==> src/rtl/core/sbc_pkg.sv <==
// ----------------------------------------------------------------------------
// sbc_pkg
// Shared types, register codes and reset constants of the sensorless BLDC
// six-step commutator.
// ----------------------------------------------------------------------------
package sbc_pkg;

  // Phase codes on the drive outputs
  localparam logic [1:0] PHASE_A    = 2'd0;
  localparam logic [1:0] PHASE_B    = 2'd1;
  localparam logic [1:0] PHASE_C    = 2'd2;
  localparam logic [1:0] PHASE_NONE = 2'd3;

  // Configuration register indexes
  typedef enum logic [2:0] {
    CFG_MIN_DUTY         = 3'd0,
    CFG_MAX_DUTY         = 3'd1,
    CFG_START_DUTY       = 3'd2,
    CFG_DUTY_INCREMENT   = 3'd3,
    CFG_DEBOUNCE_SAMPLES = 3'd4,
    CFG_FIRST_DELAY_MS   = 3'd5,
    CFG_STEPS_PER_STAGE  = 3'd6,
    CFG_BUTTON_REPEAT_MS = 3'd7
  } cfg_index_t;

  localparam int CFG_DATA_W = 10;

  // Register reset values
  localparam logic [7:0] RST_MIN_DUTY         = 8'd30;
  localparam logic [7:0] RST_MAX_DUTY         = 8'd250;
  localparam logic [7:0] RST_START_DUTY       = 8'd100;
  localparam logic [5:0] RST_DUTY_INCREMENT   = 6'd5;
  localparam logic [3:0] RST_DEBOUNCE_SAMPLES = 4'd10;
  localparam logic [5:0] RST_FIRST_DELAY_MS   = 6'd22;
  localparam logic [5:0] RST_STEPS_PER_STAGE  = 6'd30;
  localparam logic [9:0] RST_BUTTON_REPEAT_MS = 10'd500;

  typedef struct packed {
    logic [7:0] min_duty;
    logic [7:0] max_duty;
    logic [7:0] start_duty;
    logic [5:0] duty_increment;
    logic [3:0] debounce_samples;
    logic [5:0] first_start_delay_ms;
    logic [5:0] steps_per_stage;
    logic [9:0] button_repeat_ms;
  } cfg_t;

  // Controller modes, one-hot
  typedef enum logic [3:0] {
    MODE_START_COMMUTATE = 4'b0001,
    MODE_START_WAIT      = 4'b0010,
    MODE_RUN_EDGE        = 4'b0100,
    MODE_RUN_COUNT       = 4'b1000
  } mode_t;

  typedef struct packed {
    logic [1:0] high_side;
    logic [1:0] low_side;
    logic [1:0] sense;
    logic       rising;
  } drive_t;

  // All switches off, sense C rising
  localparam drive_t DRIVE_OFF = '{high_side: PHASE_NONE, low_side: PHASE_NONE,
                                   sense: PHASE_C, rising: 1'b1};

  typedef struct packed {
    logic [2:0] step_index;
    mode_t      mode;
    logic [5:0] stage_delay;
    logic [5:0] stage_count;
    logic [9:0] wait_count;
    logic [3:0] match_count;
    logic [7:0] duty_level;
    logic       prev_level;
    logic       down_turn;
    drive_t     drive;
  } state_t;

  localparam state_t STATE_RESET = '{
    step_index:  3'd0,
    mode:        MODE_START_COMMUTATE,
    stage_delay: RST_FIRST_DELAY_MS,
    stage_count: 6'd0,
    wait_count:  10'd0,
    match_count: 4'd0,
    duty_level:  RST_START_DUTY,
    prev_level:  1'b0,
    down_turn:   1'b0,
    drive:       DRIVE_OFF
  };

  // Closed loop once past the open loop start
  localparam int CLOSED_LOOP_DELAY = 12;
  localparam int STAGE_DELAY_STEP  = 3;

endpackage

==> src/rtl/core/sbc_cfg_regs.sv <==
// ----------------------------------------------------------------------------
// sbc_cfg_regs
// Configuration register file, written one register per transaction.
// ----------------------------------------------------------------------------
module sbc_cfg_regs (
  input  logic                          clk,
  input  logic                          rst_n,
  input  logic                          wr_en,
  input  logic [2:0]                    wr_index,
  input  logic [sbc_pkg::CFG_DATA_W-1:0] wr_data,
  output sbc_pkg::cfg_t                 cfg
);

  sbc_pkg::cfg_t cfg_r;
  sbc_pkg::cfg_t cfg_nxt;

  // Decode the write
  always_comb begin
    cfg_nxt = cfg_r;
    if (wr_en) begin
      unique case (wr_index)
        sbc_pkg::CFG_MIN_DUTY:         cfg_nxt.min_duty = wr_data[7:0];
        sbc_pkg::CFG_MAX_DUTY:         cfg_nxt.max_duty = wr_data[7:0];
        sbc_pkg::CFG_START_DUTY:       cfg_nxt.start_duty = wr_data[7:0];
        sbc_pkg::CFG_DUTY_INCREMENT:   cfg_nxt.duty_increment = wr_data[5:0];
        sbc_pkg::CFG_DEBOUNCE_SAMPLES: cfg_nxt.debounce_samples = wr_data[3:0];
        sbc_pkg::CFG_FIRST_DELAY_MS:   cfg_nxt.first_start_delay_ms = wr_data[5:0];
        sbc_pkg::CFG_STEPS_PER_STAGE:  cfg_nxt.steps_per_stage = wr_data[5:0];
        sbc_pkg::CFG_BUTTON_REPEAT_MS: cfg_nxt.button_repeat_ms = wr_data[9:0];
      endcase
    end
  end

  always_ff @(posedge clk) begin
    if (!rst_n) begin
      cfg_r <= '{min_duty:             sbc_pkg::RST_MIN_DUTY,
                 max_duty:             sbc_pkg::RST_MAX_DUTY,
                 start_duty:           sbc_pkg::RST_START_DUTY,
                 duty_increment:       sbc_pkg::RST_DUTY_INCREMENT,
                 debounce_samples:     sbc_pkg::RST_DEBOUNCE_SAMPLES,
                 first_start_delay_ms: sbc_pkg::RST_FIRST_DELAY_MS,
                 steps_per_stage:      sbc_pkg::RST_STEPS_PER_STAGE,
                 button_repeat_ms:     sbc_pkg::RST_BUTTON_REPEAT_MS};
    end else begin
      cfg_r <= cfg_nxt;
    end
  end

  assign cfg = cfg_r;

endmodule

==> src/rtl/core/sbc_step.sv <==
// ----------------------------------------------------------------------------
// sbc_step
// Next-state logic for one comparator sample: open loop start sequencing,
// back-EMF edge debounce, commutation and button duty control.
// ----------------------------------------------------------------------------
module sbc_step (
  input  sbc_pkg::cfg_t   cfg,
  input  sbc_pkg::state_t cur,
  input  logic            comparator_level,
  input  logic            speed_up_pressed,
  input  logic            speed_down_pressed,
  input  logic            ms_tick,
  output sbc_pkg::state_t nxt,
  output logic            did_commutate
);

  // Six-step drive table, high/low/sense/rising
  function automatic sbc_pkg::drive_t step_pattern(input logic [2:0] step);
    sbc_pkg::drive_t p;
    unique case (step)
      3'd1:    p = '{sbc_pkg::PHASE_A, sbc_pkg::PHASE_C, sbc_pkg::PHASE_B, 1'b0};
      3'd2:    p = '{sbc_pkg::PHASE_B, sbc_pkg::PHASE_C, sbc_pkg::PHASE_A, 1'b1};
      3'd3:    p = '{sbc_pkg::PHASE_B, sbc_pkg::PHASE_A, sbc_pkg::PHASE_C, 1'b0};
      3'd4:    p = '{sbc_pkg::PHASE_C, sbc_pkg::PHASE_A, sbc_pkg::PHASE_B, 1'b1};
      3'd5:    p = '{sbc_pkg::PHASE_C, sbc_pkg::PHASE_B, sbc_pkg::PHASE_A, 1'b0};
      default: p = '{sbc_pkg::PHASE_A, sbc_pkg::PHASE_B, sbc_pkg::PHASE_C, 1'b1};
    endcase
    return p;
  endfunction

  // Min test first, then max test
  function automatic logic [7:0] clamp_duty(input logic signed [9:0] v,
                                            input logic [7:0] lo,
                                            input logic [7:0] hi);
    logic signed [9:0] r;
    r = v;
    if (r < $signed({2'b00, lo})) r = $signed({2'b00, lo});
    if (r > $signed({2'b00, hi})) r = $signed({2'b00, hi});
    return r[7:0];
  endfunction

  logic [2:0]        eff_step;
  logic [3:0]        need;
  logic              expect_level;
  logic signed [9:0] duty_up;
  logic signed [9:0] duty_dn;
  logic              did;

  assign eff_step = (cur.step_index > 3'd5) ? 3'd0 : cur.step_index;
  assign need     = (cfg.debounce_samples == 4'd0) ? 4'd1 : cfg.debounce_samples;
  assign duty_up  = $signed({2'b00, cur.duty_level}) + $signed({4'b0000, cfg.duty_increment});
  assign duty_dn  = $signed({2'b00, cur.duty_level}) - $signed({4'b0000, cfg.duty_increment});

  always_comb begin
    nxt          = cur;
    did          = 1'b0;
    expect_level = 1'b0;

    // Count down the open loop wait
    if (nxt.mode == sbc_pkg::MODE_START_WAIT) begin
      if (ms_tick && nxt.wait_count != 10'd0) nxt.wait_count = nxt.wait_count - 10'd1;
      if (nxt.wait_count == 10'd0) nxt.mode = sbc_pkg::MODE_START_COMMUTATE;
    end

    // Open loop commutation, or hand over to closed loop
    if (nxt.mode == sbc_pkg::MODE_START_COMMUTATE) begin
      if (nxt.stage_delay > 6'(sbc_pkg::CLOSED_LOOP_DELAY)) begin
        nxt.drive       = step_pattern(eff_step);
        nxt.step_index  = (eff_step == 3'd5) ? 3'd0 : eff_step + 3'd1;
        did             = 1'b1;
        nxt.wait_count  = {4'b0000, nxt.stage_delay};
        nxt.stage_count = nxt.stage_count + 6'd1;
        if (nxt.stage_count >= cfg.steps_per_stage) begin
          nxt.stage_delay = nxt.stage_delay - 6'(sbc_pkg::STAGE_DELAY_STEP);
          nxt.stage_count = 6'd0;
        end
        nxt.mode = sbc_pkg::MODE_START_WAIT;
      end else begin
        nxt.mode        = sbc_pkg::MODE_RUN_EDGE;
        nxt.match_count = 4'd0;
        nxt.wait_count  = 10'd0;
      end
    end

    if (nxt.mode == sbc_pkg::MODE_START_WAIT) begin
      // Hold start duty during open loop
      nxt.duty_level = clamp_duty($signed({2'b00, cfg.start_duty}), cfg.min_duty,
                                  cfg.max_duty);
    end else if (!did) begin
      expect_level = nxt.step_index[0];

      // Detect the expected edge, then debounce
      if (nxt.mode == sbc_pkg::MODE_RUN_EDGE) begin
        if (cur.prev_level != comparator_level && comparator_level == expect_level) begin
          nxt.match_count = 4'd1;
          nxt.mode        = sbc_pkg::MODE_RUN_COUNT;
        end
      end else if (comparator_level == expect_level) begin
        nxt.match_count = nxt.match_count + 4'd1;
      end

      // Closed loop commutation
      if (nxt.mode == sbc_pkg::MODE_RUN_COUNT && nxt.match_count >= need) begin
        nxt.drive       = step_pattern(eff_step);
        nxt.step_index  = (eff_step == 3'd5) ? 3'd0 : eff_step + 3'd1;
        did             = 1'b1;
        nxt.match_count = 4'd0;
        nxt.mode        = sbc_pkg::MODE_RUN_EDGE;
      end

      // Buttons, alternating up and down checks after the hold-off
      if (nxt.wait_count != 10'd0) begin
        if (ms_tick) nxt.wait_count = nxt.wait_count - 10'd1;
      end else if (!nxt.down_turn) begin
        if (speed_up_pressed && nxt.duty_level < cfg.max_duty) begin
          nxt.duty_level = clamp_duty(duty_up, cfg.min_duty, cfg.max_duty);
          nxt.wait_count = cfg.button_repeat_ms;
        end
        nxt.down_turn = 1'b1;
      end else begin
        if (speed_down_pressed && nxt.duty_level > cfg.min_duty) begin
          nxt.duty_level = clamp_duty(duty_dn, cfg.min_duty, cfg.max_duty);
          nxt.wait_count = cfg.button_repeat_ms;
        end
        nxt.down_turn = 1'b0;
      end
    end

    nxt.prev_level = comparator_level;
  end

  assign did_commutate = did;

endmodule

==> src/rtl/core/sensorless_bldc_commutator.sv <==
// The result of an accepted sample is held in the output register from the next cycle.
// Throughput: one sample per cycle while the result channel is not stalled; the state update is one pass of sbc_step.
// The input is taken whenever the output register is empty or being drained.
// Reset (rst_n low, synchronous) loads the register defaults, starts open loop
// at step 0 with all switches off, and empties the output register.
// ----------------------------------------------------------------------------
// sensorless_bldc_commutator
// Six-step sensorless BLDC controller, one transaction per comparator sample.
// ----------------------------------------------------------------------------
module sensorless_bldc_commutator (
  input  logic                           clk,
  input  logic                           rst_n,
  // comparator sample channel
  input  logic                           in_valid,
  output logic                           in_ready,
  input  logic                           in_comparator_level,
  input  logic                           in_speed_up_pressed,
  input  logic                           in_speed_down_pressed,
  input  logic                           in_ms_tick,
  // result channel
  output logic                           out_valid,
  input  logic                           out_ready,
  output logic [1:0]                     out_high_side_phase,
  output logic [1:0]                     out_low_side_phase,
  output logic [1:0]                     out_sense_phase,
  output logic                           out_sense_rising,
  output logic [7:0]                     out_pwm_duty,
  output logic                           out_closed_loop,
  output logic                           out_commutated,
  // configuration write channel
  input  logic                           cfg_valid,
  output logic                           cfg_ready,
  input  logic [2:0]                     cfg_index,
  input  logic [sbc_pkg::CFG_DATA_W-1:0] cfg_data
);

  sbc_pkg::cfg_t   cfg;
  sbc_pkg::state_t state_r;
  sbc_pkg::state_t state_nxt;
  logic            did;
  logic            in_accept;
  logic            out_valid_r;
  logic            closed_nxt;

  assign cfg_ready = 1'b1;
  assign in_ready  = !out_valid_r || out_ready;
  assign in_accept = in_valid && in_ready;

  sbc_cfg_regs u_cfg (
    .clk      (clk),
    .rst_n    (rst_n),
    .wr_en    (cfg_valid && cfg_ready),
    .wr_index (cfg_index),
    .wr_data  (cfg_data),
    .cfg      (cfg)
  );

  sbc_step u_step (
    .cfg                (cfg),
    .cur                (state_r),
    .comparator_level   (in_comparator_level),
    .speed_up_pressed   (in_speed_up_pressed),
    .speed_down_pressed (in_speed_down_pressed),
    .ms_tick            (in_ms_tick),
    .nxt                (state_nxt),
    .did_commutate      (did)
  );

  assign closed_nxt = (state_nxt.mode == sbc_pkg::MODE_RUN_EDGE) ||
                      (state_nxt.mode == sbc_pkg::MODE_RUN_COUNT);

  // Advance controller state on each accepted transaction
  always_ff @(posedge clk) begin
    if (!rst_n) begin
      state_r <= sbc_pkg::STATE_RESET;
    end else if (in_accept) begin
      state_r <= state_nxt;
    end
  end

  // Output register valid
  always_ff @(posedge clk) begin
    if (!rst_n) begin
      out_valid_r <= 1'b0;
    end else if (in_accept) begin
      out_valid_r <= 1'b1;
    end else if (out_ready) begin
      out_valid_r <= 1'b0;
    end
  end

  // Output register payload
  always_ff @(posedge clk) begin
    if (in_accept) begin
      out_high_side_phase <= state_nxt.drive.high_side;
      out_low_side_phase  <= state_nxt.drive.low_side;
      out_sense_phase     <= state_nxt.drive.sense;
      out_sense_rising    <= state_nxt.drive.rising;
      out_pwm_duty        <= state_nxt.duty_level;
      out_closed_loop     <= closed_nxt;
      out_commutated      <= did;
    end
  end

  assign out_valid = out_valid_r;

  // Step index stays within the six patterns
  a_step_range: assert property (@(posedge clk) disable iff (!rst_n)
    state_r.step_index <= 3'd5)
    else $error("step index out of range");

  // A stalled result blocks the next sample
  a_no_overrun: assert property (@(posedge clk) disable iff (!rst_n)
    out_valid_r && !out_ready |-> !in_ready)
    else $error("input accepted over a stalled result");

  // Closed loop is never left again
  a_closed_sticky: assert property (@(posedge clk) disable iff (!rst_n)
    (state_r.mode == sbc_pkg::MODE_RUN_EDGE || state_r.mode == sbc_pkg::MODE_RUN_COUNT)
    |=> (state_r.mode == sbc_pkg::MODE_RUN_EDGE || state_r.mode == sbc_pkg::MODE_RUN_COUNT))
    else $error("left closed loop");

  // Every accepted sample yields a result next cycle
  a_result_follows: assert property (@(posedge clk) disable iff (!rst_n)
    in_accept |=> out_valid_r)
    else $error("accepted sample produced no result");

endmodule

==> config.mk <==
export PLATFORM = sky130hd
export DESIGN_NAME = sensorless_bldc_commutator
export DESIGN_NICKNAME = d
export VERILOG_FILES = /design/src/rtl/core/sbc_pkg.sv /design/src/rtl/core/sbc_cfg_regs.sv /design/src/rtl/core/sbc_step.sv /design/src/rtl/core/sensorless_bldc_commutator.sv
export SDC_FILE = /design/constraint.sdc
export NUM_CORES = 1
export LEC_CHECK = 0
export ABC_AREA = 0
export BUFFER_PORTS_ARGS = -buffer_cell sky130_fd_sc_hd__buf_2
export CORE_ASPECT_RATIO = 1.75
export CORE_MARGIN = 5
export CORE_UTILIZATION = 34
export CTS_CLUSTER_SIZE = 25
export DETAILED_ROUTE_END_ITERATION = 12
export GPL_ROUTABILITY_DRIVEN = 0
export SLEW_MARGIN = 40
export SYNTH_ARGS = -nofsm -noshare
export SYNTH_HDL_FRONTEND = slang
export SYNTH_SLANG_ARGS = --single-unit
export TNS_END_PERCENT = 1
==> constraint.sdc <==
create_clock -name clk -period 6.2 [get_ports clk]
set_clock_uncertainty 0.05 [all_clocks]
set_input_delay 1.24 -clock clk [delete_from_list [all_inputs] [get_ports clk]]
set_output_delay 1.24 -clock clk [all_outputs]
set_load 0.02 [all_outputs]
* After elaboration in Yosys (flattened, before gate mapping) *
Cells that the tools add are included.

storage, ports and cells
  bits of input ports = 22
  logic and storage cells = 167
  register bits after elaboration = 118
  output and inout bits = 20

cells by class
  equality and inequality tests = 20
  $lt $le $gt $ge = 12
  add/subtract/negate cells = 8
  mux-type cells = 71
  reduce and logical (&&, ||, !) cells = 25
  bitwise logic cells = 3

operators by type and width
  kind                   count
  $mux 10                21
  $mux 8                 9
  $mux 4                 14
  $mux 7                 8
  $pmux 7 s5             1
  $mux 33                1
  $gt 10x9->1            3
  $mux 12                2
  $mux 22                1
  $lt 10x9->1            2
  $reduce_bool 10->1     2
  $sub 10x1->10 const B  2
  $lt 8x8->1             2
  $eq 3x3->1 const B     5
  $mux 14                1
  $reduce_and 2->1       7
  $eq 3x2->1 const B     4
  $mux 3                 4
  $logic_not 10->1       1
  $add 8x6->9            1
  $sub 8x6->9            1
  $eq 4x2->1 const B     2
  $eq 4x3->1 const B     2
  $eq 4x4->1 const B     2
  other kinds (24)       41

* Depth between registers and ports, before layout *
  depth in word-level cells = 22
  mapped depth = 28
  mapped depth without buffers = 28

* By module *
A second synthesis with hierarchy kept.

second synthesis, totals
  cells, all modules = 1236
  area, all modules = 10287.4 um2

modules (own cells, without submodules)
  module                      sequential area each (um2)  area each (um2)  instances  cells each
  sbc_step                    0.0                         5398.9           1          777
  sensorless_bldc_commutator  1531.5                      2641.3           1          245
  sbc_cfg_regs                1121.1                      2247.2           1          214

* Worst setup path after synthesis *
OpenSTA, ideal clock, no wires.

  path type = in2reg
  from = in in_ms_tick
  to = reg out_sense_phase[1], data pin
  required time = 5.890 ns
  path buffers = 4
  cell stages on the path = 23
  arrival time = 5.803 ns
  library setup time = 0.260 ns
  path slack = 0.087 ns
  cell sequence = or4b_1 -> dlymetal6s2s_1 -> o41a_1 -> o211a_1 -> and4b_4 -> buf_6 -> a21oi_1 -> buf_2 -> o21ai_0 -> inv_1 -> ha_1 -> a211o_1 -> ha_1 -> a21o_1 -> a21o_1 -> a21o_1 -> o21ai_0 -> nand2_1 -> nand3b_1 -> and3_1 -> buf_2 -> clkinv_1 -> mux2_2

RTL lines
  what                  RTL line                          text
  start, declared       sensorless_bldc_commutator.sv:19  input logic in_ms_tick,
  end signal, assigned  sensorless_bldc_commutator.sv:97  out_sense_phase <= state_nxt.drive.sense;
  end, declared         sensorless_bldc_commutator.sv:25  output logic [1:0] out_sense_phase,

==> metrics.md <==
| Metric | Value |
|---|---|
| Area contributors post-synth | `dfxtp_1, ha_1, nand2_1` |
| DR WL met2 | `17200 um` |
| Routed wire per std cell | `19.8 um` |
| CP endpoint | `out_pwm_duty[3]$_DFFE_PP_` |
| Tcrit/Tclk final | `95.5%` |
| Min Hold Slack | `0.403 ns` |
| Area occupied by multi-input gates | `6500 um^2` |
| Worst-path clk slew | `0.06 ns` |
| Synthesized cell area | `9600 um^2` |
| Diode count | `0` |
| Initial antenna violation count | `0` |
| Setup_tns | `0 ns` |
| Crit path DAT | `6.02 ns` |
| Vias in the first global route | `9102` |
| DRC viols | `0` |
| Overall routed net length | `32400 um` |
| Number of distinct library cells after synthesis | `87` |
| Slew margin rel. | `53.0%` |
| Worst r2r dst | `out_pwm_duty[3]$_DFFE_PP_` |
| Final ANT Viol Nets | `0` |
| Layout Nets | `1367` |
| RSZ-0062 raised after global routing | `false` |
| Design Power | `2.84 mW` |
| Crit-path slowest cell | `or4_1` |
| Synthesis-stage register bit count | `118` |
| Final Hold Vio Count | `0` |
| Reg-to-Reg Start | `state_r[9]$_SDFFE_PN0P_` |
| Yosys warns | `0` |
| Cell Pwr Density | `262 nW/um^2` |
| # IOs | `42` |
| Hold_buf cts | `0` |
| EDFF count, synth | `17` |
| Flop pwr share | `30.7%` |
| Total CTS buffers | `17` |
| Hold path depth | `2` |
| Sequential share of the synthesized area | `26.4%` |
| Filler cell count | `2940` |
| Max frequency | `169 MHz` |
| Critical Path Start Type | `flop` |
| MaxCap Viol Count | `0` |
| Iteration count of the initial detailed-routing pass | `5` |
| Synth top area share | `21.1%` |
| Share of cells above drive strength 1 | `15.0%` |
| Pin count of the biggest net entering global routing | `48` |
| Final setup viols | `0` |
| GRT overflow | `0` |
| Area of the die | `31800 um^2` |
| Via density | `5.70` |
| H-tree level count | `4` |
| CTS Buffer Depth | `2` |
| Crit Path Max Fanout | `9` |
| Dpl hpwl | `25200 um` |
| Synth area leader | `dfxtp_1` |
| Starting density of the core | `34.3%` |
| Worst Max-Slew Pin Slew | `0.685 ns` |
| First DRT Iteration DRCs | `570` |
| Hold Crit Start | `state_r[8]$_SDFFE_PN0P_` |
| Max Used Layer | `met4` |
| Final Slew Violations | `0` |
| R2R cell count | `28` |
| Die width | `137 um` |
| Syn_nets | `1321` |
| CP endpoint kind | `flop` |
| CTS sink count | `118` |
| Min Tclk post-route | `5.92 ns` |
| Clk root buf | `clkbuf_16` |
| Die H | `232 um` |
| Comb pwr share | `35.3%` |
| Metal-1 WL | `11300 um` |
| Syn_area_per_cell | `7.98 um^2` |
| Gr usage total | `20.1%` |
| IO Port Bufs | `40` |
| Storage element area | `2530 um^2` |
| Internal Power | `1.79 mW` |
| Placed Area | `10200 um^2` |
| Clk Latency, worst-skew pair | `0.43 ns` |
| Global-route wire length before repair | `49300 um` |
| NetSw | `1.05 mW` |
| Core area | `28000 um^2` |
| Top cells by count, synth | `nand2_1, dfxtp_1, ha_1, nor2_1, a21oi_1` |
| Cells after Synth | `1203` |
| Predominant post-synthesis flop cell | `dfxtp_1` |
| WP data required | `6.31 ns` |
| Critical path startpoint | `state_r[9]$_SDFFE_PN0P_` |
| DR vias | `9324` |
| # rows | `81` |
| Status | `finished, final reports clean` |
| CTS tree | `done` |
| Layout overhead on the synthesized area | `13.1%` |
| Max VDD drop | `0.166 mV` |
| Worst hold path type | `flop to flop` |
| Synth async-reset ratio | `0%` |
| Setup CP Type | `flop to flop` |
| Most common cell in the synthesized netlist | `nand2_1` |
| Clock network power share | `34.0%` |
| R2r setup slk | `0.28 ns` |
| Final Instance Area | `10900 um^2` |
| LEAKAGE | `4.58 nW` |
| Switching Fraction | `37.1%` |
| WL met3 | `1130 um` |
| Critical Path Max Stage Delay | `0.53 ns` |
==> sequential cells by signal (all words and copies together), names as in the netlist <==
register             cells
state_r                 50
u_cfg.cfg               50
out_pwm_duty             8
out_high_side_phase      2
out_low_side_phase       2
out_sense_phase          2
out_closed_loop          1
out_commutated           1
out_sense_rising         1
out_valid                1
==> worst max-delay path: cells and delay by family (launching register included) <==
kind	cells	cell delay, ns
AO/OA/AOI/OAI	13	1.89
adder cells (fa/ha/maj)	5	1.57
AND/OR/NAND/NOR	6	0.93
flip-flops	1	0.48
buffers and inverters	3	0.39
multiplexers	1	0.34
==> per-layer routing <==
metal | up-vias | global-route usage [%]
li1 | 4475 | -
met1 | 4363 | 19.3
met2 | 360 | 37.5
met3 | 126 | 2.52
met4 | 0 | 15.8
met5 | - | 0
==> kinds of logic (layout without fill, tap and decap cells) <==
| logic type | count (synthesis) | count (layout) | synth area share (%) |
|---|---|---|---|
| AO/OA/AOI/OAI | 327 | 327 | 22.9 |
| XOR/XNOR | 22 | 22 | 2.01 |
| adder cells (fa/ha/maj) | 96 | 96 | 12.7 |
| buffers and inverters | 121 | 180 | 6.49 |
| flip-flops | 118 | 118 | 26.4 |
| multiplexers | 70 | 70 | 7.64 |
| other | 1 | 1 | 0.0391 |
| AND/OR/NAND/NOR | 448 | 448 | 21.9 |
==> power groups by stage <==
| stage | Clock, mW | Combinational, mW | Sequential [mW] |
|---|---|---|---|
| 2_1_floorplan | 0 | 0.665 | 0.890 |
| 3_3_place_gp | 0 | 0.957 | 0.887 |
| 3_5_place_dp | 0 | 0.971 | 0.887 |
| 4_1_cts | 0.974 | 0.978 | 0.871 |
| 5_1_grt | 1.02 | 1.09 | 0.876 |
| 6_report | 0.965 | 1.00 | 0.872 |
==> layout make-up <==
type,instances,share of cell area [%]
clock buffer,18,3.95
clock inverter,14,1.28
inverter,57,1.97
multi-input combinational,964,59.8
sequential,118,23.3
tap,373,4.30
timing repair buffer,91,5.35
==> what timing repair did <==
action	in CTS	in global routing
buffers inserted	0	2
setup endpoints to repair	0	14
gates resized for setup	0	6
hold endpoints to repair	0	0
==> cell usage in the layout, fill, tap and decap left out, types with 8 or more instances in the layout <==
cell type	count
nor2_1	94
edfxtp_1	17
mux2_2	26
o22ai_1	9
nor2b_1	15
xnor2_1	15
clkbuf_16	17
dfxtp_1	101
nand2b_1	13
and3_1	8
inv_1	55
ha_1	93
o21a_1	9
a31oi_1	19
o31ai_1	10
a211oi_1	10
o211ai_1	36
nor3_1	25
nand2_1	182
and2_1	8
o21ai_0	52
nand4_1	13
a21oi_1	91
nand3_1	44
buf_4	50
buf_2	41
mux2i_1	44
a21o_1	16
==> worst min path at each step <==
stage / slack, ns / to
CTS: 0.41 / state_r[8]$_SDFFE_PN0P_
global route: 0.43 / state_r[8]$_SDFFE_PN0P_
finish: 0.40 / state_r[8]$_SDFFE_PN0P_
floorplan: 0.38 / state_r[8]$_SDFFE_PN0P_
detailed placement: 0.40 / state_r[8]$_SDFFE_PN0P_
global placement: 0.39 / state_r[8]$_SDFFE_PN0P_
==> stage by stage <==
step | instances | utilization (%) | setup slack [ns]
finish | 1635 | 38.8 | 0.281
global route | 1635 | 38.8 | 0.0166
CTS | 1633 | 38.6 | 0.192
detailed placement | 1601 | 36.6 | 0.0656
global placement | 1600 | 36.6 | 0.133
floorplan | 1203 | - | 0.0873
(Power assumes the default switching activity.)
